$ cat config.mk
export PLATFORM = sky130hd
export DESIGN_NAME = moving_average_seven_segment
export DESIGN_NICKNAME = d
export VERILOG_FILES = /design/src/rtl/mavg_pkg.sv /design/src/rtl/mavg_window.sv /design/src/rtl/mavg_decode.sv /design/src/rtl/moving_average_seven_segment.sv
export SDC_FILE = /design/constraint.sdc
export NUM_CORES = 1
export LEC_CHECK = 0
export BUFFER_PORTS_ARGS = -buffer_cell sky130_fd_sc_hd__buf_2
export CORE_UTILIZATION = 67
export CTS_BUF_LIST = sky130_fd_sc_hd__clkbuf_4
export CTS_CLUSTER_SIZE = 40
export DETAILED_ROUTE_END_ITERATION = 8
export PLACE_DENSITY_LB_ADDON = 0.05
export SKIP_LAST_GASP = 1
export SYNTH_ARGS = -nofsm -noshare
export SYNTH_HDL_FRONTEND = slang
export SYNTH_HIERARCHICAL = 1
export SYNTH_SLANG_ARGS = --single-unit
$ cat constraint.sdc
create_clock -name clk -period 7.2 [get_ports clk]
set_input_delay 0.36 -clock clk [delete_from_list [all_inputs] [get_ports clk]]
set_output_delay 0.36 -clock clk [all_outputs]
set_load 0.05 [all_outputs]
$ cat src/rtl/mavg_pkg.sv
package mavg_pkg;

	localparam int unsigned SAMPLE_W  = 8;
	localparam int unsigned WORD_W    = 32;
	localparam int unsigned SEG_W     = 7;
	localparam int unsigned AVG_W     = 5;
	localparam int unsigned AVG_LIMIT = 20;

	localparam logic [WORD_W-1:0] BLANK_WORD = '1;
	localparam logic [3:0]        TAIL_BITS  = 4'hF;

	typedef logic [SAMPLE_W-1:0] sample_t;
	typedef logic [WORD_W-1:0]   word_t;
	typedef logic [SEG_W-1:0]    seg_t;
	typedef logic [AVG_W-1:0]    avg_t;

	// active-low abcdefg, segment a in the MSB
	function automatic seg_t digit_seg(input logic [3:0] d);
		seg_t s;
		unique case (d)
			4'd0: s = 7'b0000001;
			4'd1: s = 7'b1001111;
			4'd2: s = 7'b0010010;
			4'd3: s = 7'b0000110;
			4'd4: s = 7'b1001100;
			4'd5: s = 7'b0100100;
			4'd6: s = 7'b0100000;
			4'd7: s = 7'b0001111;
			4'd8: s = 7'b0000000;
			4'd9: s = 7'b0000100;
			default: s = 7'b1111111;
		endcase
		return s;
	endfunction

endpackage

$ cat src/rtl/mavg_window.sv
module mavg_window #(
	parameter int unsigned WINDOW_LEN = 8,
	parameter int unsigned SUM_W      = 8 + $clog2(WINDOW_LEN)
) (
	input  logic                  clk,
	input  logic                  arst_n,
	input  logic                  load,
	input  mavg_pkg::sample_t     sample,
	input  logic                  hold,
	output logic [SUM_W-1:0]      sum_q
);

	mavg_pkg::sample_t win_q [WINDOW_LEN];
	mavg_pkg::sample_t drop;
	logic [SUM_W-1:0]  sum_next;

	// running sum: add the new word, remove the one it displaces
	assign drop     = hold ? win_q[0] : win_q[WINDOW_LEN-1];
	assign sum_next = sum_q + SUM_W'(sample) - SUM_W'(drop);

	always_ff @(posedge clk or negedge arst_n) begin
		if (!arst_n) begin
			sum_q <= '0;
			for (int i = 0; i < WINDOW_LEN; i++) begin
				win_q[i] <= '0;
			end
		end else if (load) begin
			sum_q    <= sum_next;
			win_q[0] <= sample;
			if (!hold) begin
				for (int i = 1; i < WINDOW_LEN; i++) begin
					win_q[i] <= win_q[i-1];
				end
			end
		end
	end

endmodule

$ cat src/rtl/mavg_decode.sv
module mavg_decode #(
	parameter int unsigned WINDOW_LEN = 8,
	parameter int unsigned SUM_W      = 8 + $clog2(WINDOW_LEN)
) (
	input  logic [SUM_W-1:0]  sum,
	output mavg_pkg::word_t   display_word
);

	localparam int unsigned NCMP = mavg_pkg::AVG_LIMIT + 1;

	logic [NCMP:1]   ge;
	logic [31:0]     sum_ext;
	mavg_pkg::avg_t  avg;
	logic [3:0]      tens;
	logic [3:0]      ones;

	assign sum_ext = 32'(sum);

	// floor(sum / WINDOW_LEN) >= k  <=>  sum >= k * WINDOW_LEN
	always_comb begin
		for (int k = 1; k <= NCMP; k++) begin
			ge[k] = sum_ext >= 32'(k * WINDOW_LEN);
		end
	end

	always_comb begin
		avg = '0;
		for (int k = 1; k < NCMP; k++) begin
			if (ge[k]) begin
				avg = mavg_pkg::avg_t'(k);
			end
		end
	end

	always_comb begin
		if (avg >= 5'd20) begin
			tens = 4'd2;
			ones = 4'(avg - 5'd20);
		end else if (avg >= 5'd10) begin
			tens = 4'd1;
			ones = 4'(avg - 5'd10);
		end else begin
			tens = 4'd0;
			ones = 4'(avg);
		end
	end

	assign display_word = ge[NCMP] ? mavg_pkg::BLANK_WORD :
		{mavg_pkg::digit_seg(ones), mavg_pkg::digit_seg(tens),
		 mavg_pkg::digit_seg(4'd0), mavg_pkg::digit_seg(4'd0), mavg_pkg::TAIL_BITS};

endmodule

$ cat src/rtl/moving_average_seven_segment.sv
// Moving average of the last WINDOW_LEN samples, shown on a seven-segment word.
// Input channel: sample, hold with sample_valid / sample_ready. hold clear shifts
// the window and the sample enters as newest; hold set overwrites the newest entry.
// Output channel: display_word with display_valid / display_ready. The word is
// active low: ones digit in 31:25, tens digit in 24:18, two zero digits below,
// 3:0 all ones; an average above twenty gives all ones.
// Throughput: one word per cycle unless the receiver stalls. The window and a
// running sum update at the accepting edge, then one stage of threshold compare
// and digit decode feeds the output register.
// Reset clears the window, the sum and both valid flags.
// When the receiver stalls, the output register holds its word and the middle
// stage keeps one more; sample_ready drops only when both are full.
module moving_average_seven_segment #(
	parameter int unsigned WINDOW_LEN = 8
) (
	input  logic              clk,
	input  logic              arst_n,
	input  logic              sample_valid,
	output logic              sample_ready,
	input  mavg_pkg::sample_t sample,
	input  logic              hold,
	output logic              display_valid,
	input  logic              display_ready,
	output mavg_pkg::word_t   display_word
);

	localparam int unsigned SUM_W = 8 + $clog2(WINDOW_LEN);

	logic             accept;
	logic             advance;
	logic             valid_s1;
	logic [SUM_W-1:0] sum_s1;
	mavg_pkg::word_t  word_d;
	mavg_pkg::word_t  word_q;
	logic             out_valid_q;

	assign advance      = valid_s1 && (!out_valid_q || display_ready);
	assign sample_ready = !valid_s1 || advance;
	assign accept       = sample_valid && sample_ready;

	mavg_window #(
		.WINDOW_LEN(WINDOW_LEN),
		.SUM_W     (SUM_W)
	) u_window (
		.clk   (clk),
		.arst_n(arst_n),
		.load  (accept),
		.sample(sample),
		.hold  (hold),
		.sum_q (sum_s1)
	);

	mavg_decode #(
		.WINDOW_LEN(WINDOW_LEN),
		.SUM_W     (SUM_W)
	) u_decode (
		.sum         (sum_s1),
		.display_word(word_d)
	);

	always_ff @(posedge clk or negedge arst_n) begin
		if (!arst_n) begin
			valid_s1 <= 1'b0;
		end else if (accept) begin
			valid_s1 <= 1'b1;
		end else if (advance) begin
			valid_s1 <= 1'b0;
		end
	end

	always_ff @(posedge clk or negedge arst_n) begin
		if (!arst_n) begin
			out_valid_q <= 1'b0;
		end else if (advance) begin
			out_valid_q <= 1'b1;
		end else if (display_ready) begin
			out_valid_q <= 1'b0;
		end
	end

	always_ff @(posedge clk) begin
		if (advance) begin
			word_q <= word_d;
		end
	end

	assign display_valid = out_valid_q;
	assign display_word  = word_q;

	a_ready_full: assert property (@(posedge clk) disable iff (!arst_n)
		!sample_ready |-> valid_s1 && out_valid_q && !display_ready)
		else $error("input stalled while a stage is free");

	a_accept_lands: assert property (@(posedge clk) disable iff (!arst_n)
		accept |=> valid_s1)
		else $error("accepted word lost before the middle stage");

	a_move_out: assert property (@(posedge clk) disable iff (!arst_n)
		advance |=> display_valid)
		else $error("word left the middle stage but no result shown");

	a_tail: assert property (@(posedge clk) disable iff (!arst_n)
		display_valid |-> display_word[3:0] == mavg_pkg::TAIL_BITS)
		else $error("display tail bits not all ones");

endmodule
==> out/qor.txt, run 1 <==
Outcome -> finished, final reports clean
Slew Limit Fails -> 0
Critical path peak fanout -> 6
Synthesized instance count -> 412
Area Overhead vs Synth -> 5.96%
CP Data Required Time -> 7410 ps
Port bufs -> 46
Leak Pwr -> 2.48 nW
Cell Pwr Density -> 426 nW/um^2
Multi-input logic area -> 2120 sq um
Maxcap violations -> 0
Post-Place Worst Slack -> 3730 ps
Largest net degree at the start of global routing -> 78
DIE AREA -> 8350 sq um
Slew of the pin with the lowest slew margin -> 912 ps
DR iter-0 viols -> 124
Clock Path Buffers -> 2
H-tree lvl count -> 3
Grt met3 use -> 0.0410
Cell area after synthesis -> 5350 sq um
Most Used Layer, Global Route -> met2
Post-CTS setup buffers -> 0
Num CTS Buffers -> 9
Setup Crit Path Kind -> flip-flop to flip-flop
Worst-path clk slew -> 170 ps
Post-Synth Adder-Cell Area -> 0.0767
Main combinational cell family by area after synthesis -> multiplexers
Post_cts resized -> 0
First-pass DRT Iterations -> 5
Reg area -> 2890 sq um
Final Setup Violations -> 0
Worst-skew pair later-pin latency -> 450 ps
GRT overflow -> 0
R2r worst-path depth -> 12
Fin crit share -> 0.499
Routed length per placed instance -> 13.6 microns
FMAX -> 278 MHz
CP endpoint kind -> flip-flop
Worst setup startpoint -> u_window/sum_q[9]$_DFFE_PN0P_
VDD IR max -> 212 uV
Initial antenna violation count -> 0
Via count -> 3008
Ys flop type -> dfrtp_1
Routing usage on met2 -> 0.346
Shortest period the worst path allows -> 3600 ps
Cts hold-fix bufs -> 0
Worst clock skew -> 28.0 ps
Crit path DAT -> 3810 ps
Share of cells above drive strength 1 -> 0.332
Die Ht -> 91.4 microns
TNS Setup -> 0 ps
Per-instance average area after synthesis -> 13.0 sq um
Worst r2r src -> u_window/sum_q[9]$_DFFE_PN0P_
Global-route wire length before repair -> 12.8 mm
Die Wd -> 91.4 microns
Post-Synth Simple-Gate Area -> 0.0673
Library cells used by synthesis -> 57
Effective utilization at floorplan -> 0.693
Post-synth EDFFs -> 32
Vias/cell -> 5.46
Final #Nets -> 485
Fill cell count -> 537
Vias in the first global route -> 2919
Hold WS -> 18.9 ps
Post-synthesis sequential area ratio -> 0.539
M1 GR Usage -> 0.238
CTS tree -> done
Antenna violation net count after detailed routing -> 0
Post-layout util -> 0.734
Total wire length -> 7.49 mm
Startpoint Class -> flip-flop
Root Driver -> clkbuf_4
Synth Area in XOR/XNOR -> 0.00982
HP Class -> input pin to asynchronous set/reset pin
Rel. slew slack -> 0.392
I/O pins -> 47
Multiplexer share of the synthesized area -> 0.165
Ant diodes -> 0
Final hold vios -> 0
Async SR Flop Fraction -> 0.706
#FFs+latches synth -> 109
Fin worst setup slack -> 3600 ps
Final Wtd Congestion -> 0.879
Warnings from Yosys -> 6
GRT Util Overall -> 0.197
Remaining DRCs -> 0
Core Region -> 7730 sq um
Complex-gate fraction of the synthesized area -> 0.0736
Tot Pwr -> 2.41 mW
Post-DP HPWL -> 5.34 mm
FP Rows -> 32
CTS sink cnt -> 109
RSZ-0062 raised after global routing -> no
==> layout make-up <==
| cell class | count | share of cell area |
|---|---|---|
| Multi-Input combinational cell | 235 | 0.374 |
| Timing Repair Buffer | 48 | 0.0437 |
| Clock inverter | 5 | 0.00794 |
| Tap cell | 102 | 0.0225 |
| Inverter | 41 | 0.0280 |
| Sequential cell | 109 | 0.509 |
| Clock buffer | 11 | 0.0146 |
==> through the flow <==
stage | cells | area [sq um]
after CTS | 551 | 5670
after detailed placement | 535 | 5550
final | 551 | 5670
after global placement | 535 | 5550
after floorplan | 417 | 5370
after global routing | 551 | 5670
==> power breakdown <==
group | leakage [nW] | switching [mW] | total [mW] | internal [mW]
Clock | 0.0696 | 0.194 | 0.278 | 0.0841
Combinational | 1.24 | 0.638 | 1.15 | 0.515
Sequential | 1.18 | 0.116 | 0.982 | 0.866
==> worst max-delay path, stage by stage (launching register included) <==
cell	delay, ps
dfrtp_1	460
or3_4	450
a21oi_2	210
and2_1	190
inv_1	60
ha_1	220
a21boi_1	360
mux2i_1	190
o31ai_4	380
ha_1	320
nor3_1	280
o21bai_1	160
a21oi_1	70
==> sequential cells by signal, summed over array words and instances (netlist names) <==
name,flops
u_window/win_q,64
display_word,32
valid_s1,1
u_window/sum_q,11
display_valid,1
==> per-layer routing <==
layer / share of wire / vias up
li1: - / 1474
met1: 0.44 / 1469
met2: 0.51 / 58
met3: 0.038 / 7
met4: 0.013 / 0
met5: 0 / -
==> cell usage in the layout, fill, tap and decap left out, types with 7 or more instances in the layout <==
| cell type | instances |
|---|---|
| clkbuf_4 | 11 |
| dfrtp_1 | 77 |
| mux2i_1 | 7 |
| a21o_1 | 7 |
| mux2_2 | 72 |
| inv_1 | 40 |
| o21ai_0 | 12 |
| nor2_1 | 10 |
| edfxtp_1 | 32 |
| fa_1 | 8 |
| nand2_1 | 16 |
| a21oi_1 | 9 |
| ha_1 | 20 |
| buf_2 | 45 |
==> cell usage after synthesis, drive strengths merged (5+ instances only) <==
library cell | n | area (sq um)
and2 | 5 | 33.8
o21ai | 15 | 75.1
dfrtp | 77 | 1930
mux2 | 72 | 811
a21o | 7 | 52.6
a21oi | 10 | 53.8
mux2i | 7 | 70.1
edfxtp | 32 | 961
nor2 | 10 | 37.5
inv | 41 | 159
nand2 | 16 | 60.1
fa | 8 | 160
buf | 28 | 190
nand2b | 6 | 37.5
ha | 20 | 250
==> logic make-up after synthesis <==
family          count (synthesis)
xor+xnor                        6
compound gates                 54
buf+inv                        73
fa+ha+maj                      28
simple gates                   62
flops                         109
other cells                     1
mux                            79
==> path summary, 6_finish.rpt <==
kind	endpoint	slack [ps]
max	display_word[28]$_DFFE_PP_	3600
min	u_window/win_q[23]$_DFFE_PN0P_	20
max reg2reg	display_word[28]$_DFFE_PP_	3600
min reg2reg	u_window/win_q[14]$_DFFE_PN0P_	510
max in group asynchronous	u_window/sum_q[2]$_DFFE_PN0P_	6590
min in group clk	valid_s1$_DFFE_PN0P_	100
No activity file was read; power rests on OpenSTA's default activity.
==> run 2: changes to the inputs <==
--- a/config.mk
+++ b/config.mk
@@ -5,8 +5,9 @@
 export SDC_FILE = /design/constraint.sdc
 export NUM_CORES = 1
 export LEC_CHECK = 0
+export ABC_AREA = 1
 export BUFFER_PORTS_ARGS = -buffer_cell sky130_fd_sc_hd__buf_2
-export CORE_UTILIZATION = 67
+export CORE_UTILIZATION = 56
 export CTS_BUF_LIST = sky130_fd_sc_hd__clkbuf_4
 export CTS_CLUSTER_SIZE = 40
 export DETAILED_ROUTE_END_ITERATION = 8
==> constraint.sdc (replaced) <==
create_clock -name clk -period 2.9 [get_ports clk]
set_input_delay 0.145 -clock clk [delete_from_list [all_inputs] [get_ports clk]]
set_output_delay 0.145 -clock clk [all_outputs]
set_load 0.05 [all_outputs]
==> out/qor.txt, run 2 <==
Most numerous cell in the Yosys netlist -> nand2_1
First-pass DRT Iterations -> 7 (+2)
R2r worst-path depth -> 19 (+7)
Shortest period the worst path allows -> 2770 ps (-825 ps)
DR top layer -> met4
Total wire length -> 9.55 mm (+28%)
CP Data Required Time -> 3120 ps (-4290 ps)
Final Setup Violations -> 0 (unchanged)
Global-route wire length before repair -> 16.0 mm (+24%)
GRT overflow -> 0 (unchanged)
Final hold vios -> 0 (unchanged)
Post-synth top area cell -> dfrtp_1
Ys flop type -> dfrtp_1
Startpoint Class -> flip-flop
Root Driver -> clkbuf_4
Antenna violation net count after detailed routing -> 0 (unchanged)
Post-synth EDFFs -> 32 (unchanged)
VDD IR max -> 724 uV (+240%)
Cell area after synthesis -> 5520 sq um (+3.0%)
Warnings from Yosys -> 6 (unchanged)
Post-synthesis sequential area ratio -> 0.524 (-0.0158)
FMAX -> 361 MHz (+30%)
Setup Crit Path Kind -> flip-flop to flip-flop
Initial antenna violation count -> 0 (unchanged)
CP endpoint kind -> flip-flop
DR iter-0 viols -> 157 (+27%)
Critical path peak fanout -> 5 (-1)
Tot Pwr -> 6.54 mW (+170%)
Post-DP HPWL -> 6.66 mm (+25%)
Ant diodes -> 0 (unchanged)
CTS tree -> done
Via count -> 3844 (+28%)
Share of cells above drive strength 1 -> 0.211 (-0.121)
Num CTS Buffers -> 9 (unchanged)
Vias in the first global route -> 3664 (+26%)
CTS sink cnt -> 109 (unchanged)
Placed Cells incl. Taps -> 741 (+39%)
Fin cells -> 787 (+43%)
Fin crit share -> 0.955 (+0.456)
Most common cell after layout, fill and taps aside -> nand2_1
Placement Cell Area -> 5790 sq um (+4.4%)
Routed length per placed instance -> 12.1 microns (-11%)
HP Class -> input pin to asynchronous set/reset pin
TNS Setup -> 0 ps (unchanged)
FP Rows -> 35 (+9.4%)
Max FFs per register -> 64 (unchanged)
Synth top area share -> 0.349 (-0.0105)
#FFs+latches synth -> 109 (unchanged)
Port bufs -> 46 (unchanged)
Outcome -> finished, final reports clean
Post-layout util -> 0.667 (-0.0668)
Async SR Flop Fraction -> 0.706 (unchanged)
I/O pins -> 47 (unchanged)
Most area-consuming cells after synthesis -> dfrtp_1 35%, edfxtp_1 17%, nand2_1 8.6%
Area Overhead vs Synth -> 13.4%
H-tree lvl count -> 3 (unchanged)
Fill cell count -> 817 (+52%)
Largest net degree at the start of global routing -> 78 (unchanged)
Worst-skew pair later-pin latency -> 450 ps (about the same)
Maxcap violations -> 0 (unchanged)
Final Wtd Congestion -> 0.834 (-5.1%)
Slew of the pin with the lowest slew margin -> 972 ps (+60.7 ps)
Worst clock skew -> 18.8 ps (-9.12 ps)
GRT Util Overall -> 0.200 (+0.00325)
Slew Limit Fails -> 0 (unchanged)
Per-instance average area after synthesis -> 9.40 sq um (-28%)
Library cells used by synthesis -> 36 (-37%)
Core Region -> 9370 sq um (+21%)
Most frequent cells in the layout -> 124 x nand2_1, 89 x inv_1, 71 x dfrtp_1, 48 x o21ai_0, 45 x buf_2
Fin area -> 6250 sq um (+10%)
Remaining DRCs -> 0 (unchanged)
Final #Nets -> 694 (+43%)
Largest register by flop count -> u_window/win_q
Die Ht -> 101 microns (+11%)
Effective utilization at floorplan -> 0.589 (-0.104)
Crit path DAT -> 2990 ps (-820 ps)
DIE AREA -> 10200 sq um (+23%)
Routed length on met1 -> 4.40 mm (+34%)
Top cells by count, synth -> 126 x nand2_1, 91 x inv_1, 77 x dfrtp_1
DR WL met3 -> 315 microns (+12%)
Die Wd -> 101 microns (+11%)
Routed wl met2 -> 4.66 mm (+22%)
Leak Pwr -> 3.03 nW (+22%)
Rel. slew slack -> 0.352 (-0.0405)
Synthesized instance count -> 587 (+42%)
Cell Pwr Density -> 1050 nW/um^2 (+150%)
Clock Path Buffers -> 2 (unchanged)
Vias/cell -> 4.88 (-11%)
Worst-path clk slew -> 180 ps (about the same)
run 2: cell types whose count changed after synthesis, sizes merged, moves of 19 or more:
cell,delta
nand2,+122
mux2,-60
inv,+56
o21ai,+35
nor2,+31
nand3,+25
a21oi,+19
run 2: layout make-up:
cell class	instances	area, sq um	area share
Sequential cell	109	2900	0.463
Inverter	97	367	0.0586
Clock inverter	6	82.6	0.0132
Clock buffer	10	75.1	0.0120
Tap cell	129	161	0.0258
Timing Repair Buffer	84	548	0.0876
Multi-Input combinational cell	352	2120	0.340
run 2: final timing paths:
kind                                                 from                              to  slack (ps)
max                         u_window/sum_q[8]$_DFFE_PN0P_      display_word[28]$_DFFE_PP_         130
min                                                arst_n  u_window/win_q[33]$_DFFE_PN0P_         360
max reg2reg                 u_window/sum_q[8]$_DFFE_PN0P_      display_word[28]$_DFFE_PP_         130
min reg2reg                u_window/win_q[13]$_DFFE_PN0P_   u_window/win_q[5]$_DFFE_PN0P_         500
max in group asynchronous                          arst_n  u_window/sum_q[10]$_DFFE_PN0P_        1840
min in group clk                                sample[1]  u_window/win_q[57]$_DFFE_PN0P_         450
run 2: repair_timing:
item,in CTS,in global routing
setup endpoints to repair,1,7
gates resized for setup,2,18
endpoints found under the hold margin,87,0
hold buffers,12,0
pin swaps,0,10
buffers inserted,0,18
run 2: critical path: stages, from the launching register on:
cell,delay [ps]
dfrtp_2,460
buf_4,150
nor3_4,250
nand2_1,120
nand2_2,130
nand2_2,90
inv_2,80
ha_1,140
inv_1,50
nor2_2,160
nand2_4,90
nand2_4,110
nand2_4,60
nand3_4,120
inv_4,50
ha_1,270
inv_1,50
nand2_1,60
nand3_1,60
nand2_1,50
run 2: report_power, final:
group | internal [mW] | leakage, nW | switching (mW) | total [mW]
combinational | 1.25 | 1.76 | 2.20 | 3.45
sequential | 2.07 | 1.18 | 0.222 | 2.29
clock | 0.291 | 0.0819 | 0.510 | 0.801
total | 3.61 | 3.03 | 2.93 | 6.54
run 2: cell families after synthesis:
| family | Yosys count | synth area share |
|---|---|---|
| and+or+nand+nor | 216 | 0.179 |
| buffers and inverters | 131 | 0.104 |
| DFF | 109 | 0.524 |
| AOI/OAI and AO/OA | 88 | 0.0910 |
| adders and majority gates | 28 | 0.0744 |
| muxes | 12 | 0.0245 |
| xor gates and xnor gates | 2 | 0.00318 |
| other | 1 | 0.000680 |
run 2: through the flow:
| step | worst slack, ps | hold slack, ps |
|---|---|---|
| CTS | 26.1 | 375 |
| global placement | 138 | 346 |
| detailed placement | 9.77 | 349 |
| finish | 129 | 360 |
| global route | -49.6 | 410 |
| floorplan | 195 | -151 |
run 2: metal layers:
metal / vias to the layer above / GRT usage
met5: - / 0
met1: 1796 / 0.243
li1: 1966 / -
met2: 70 / 0.358
met4: 0 / 0.0769
met3: 12 / 0.0324
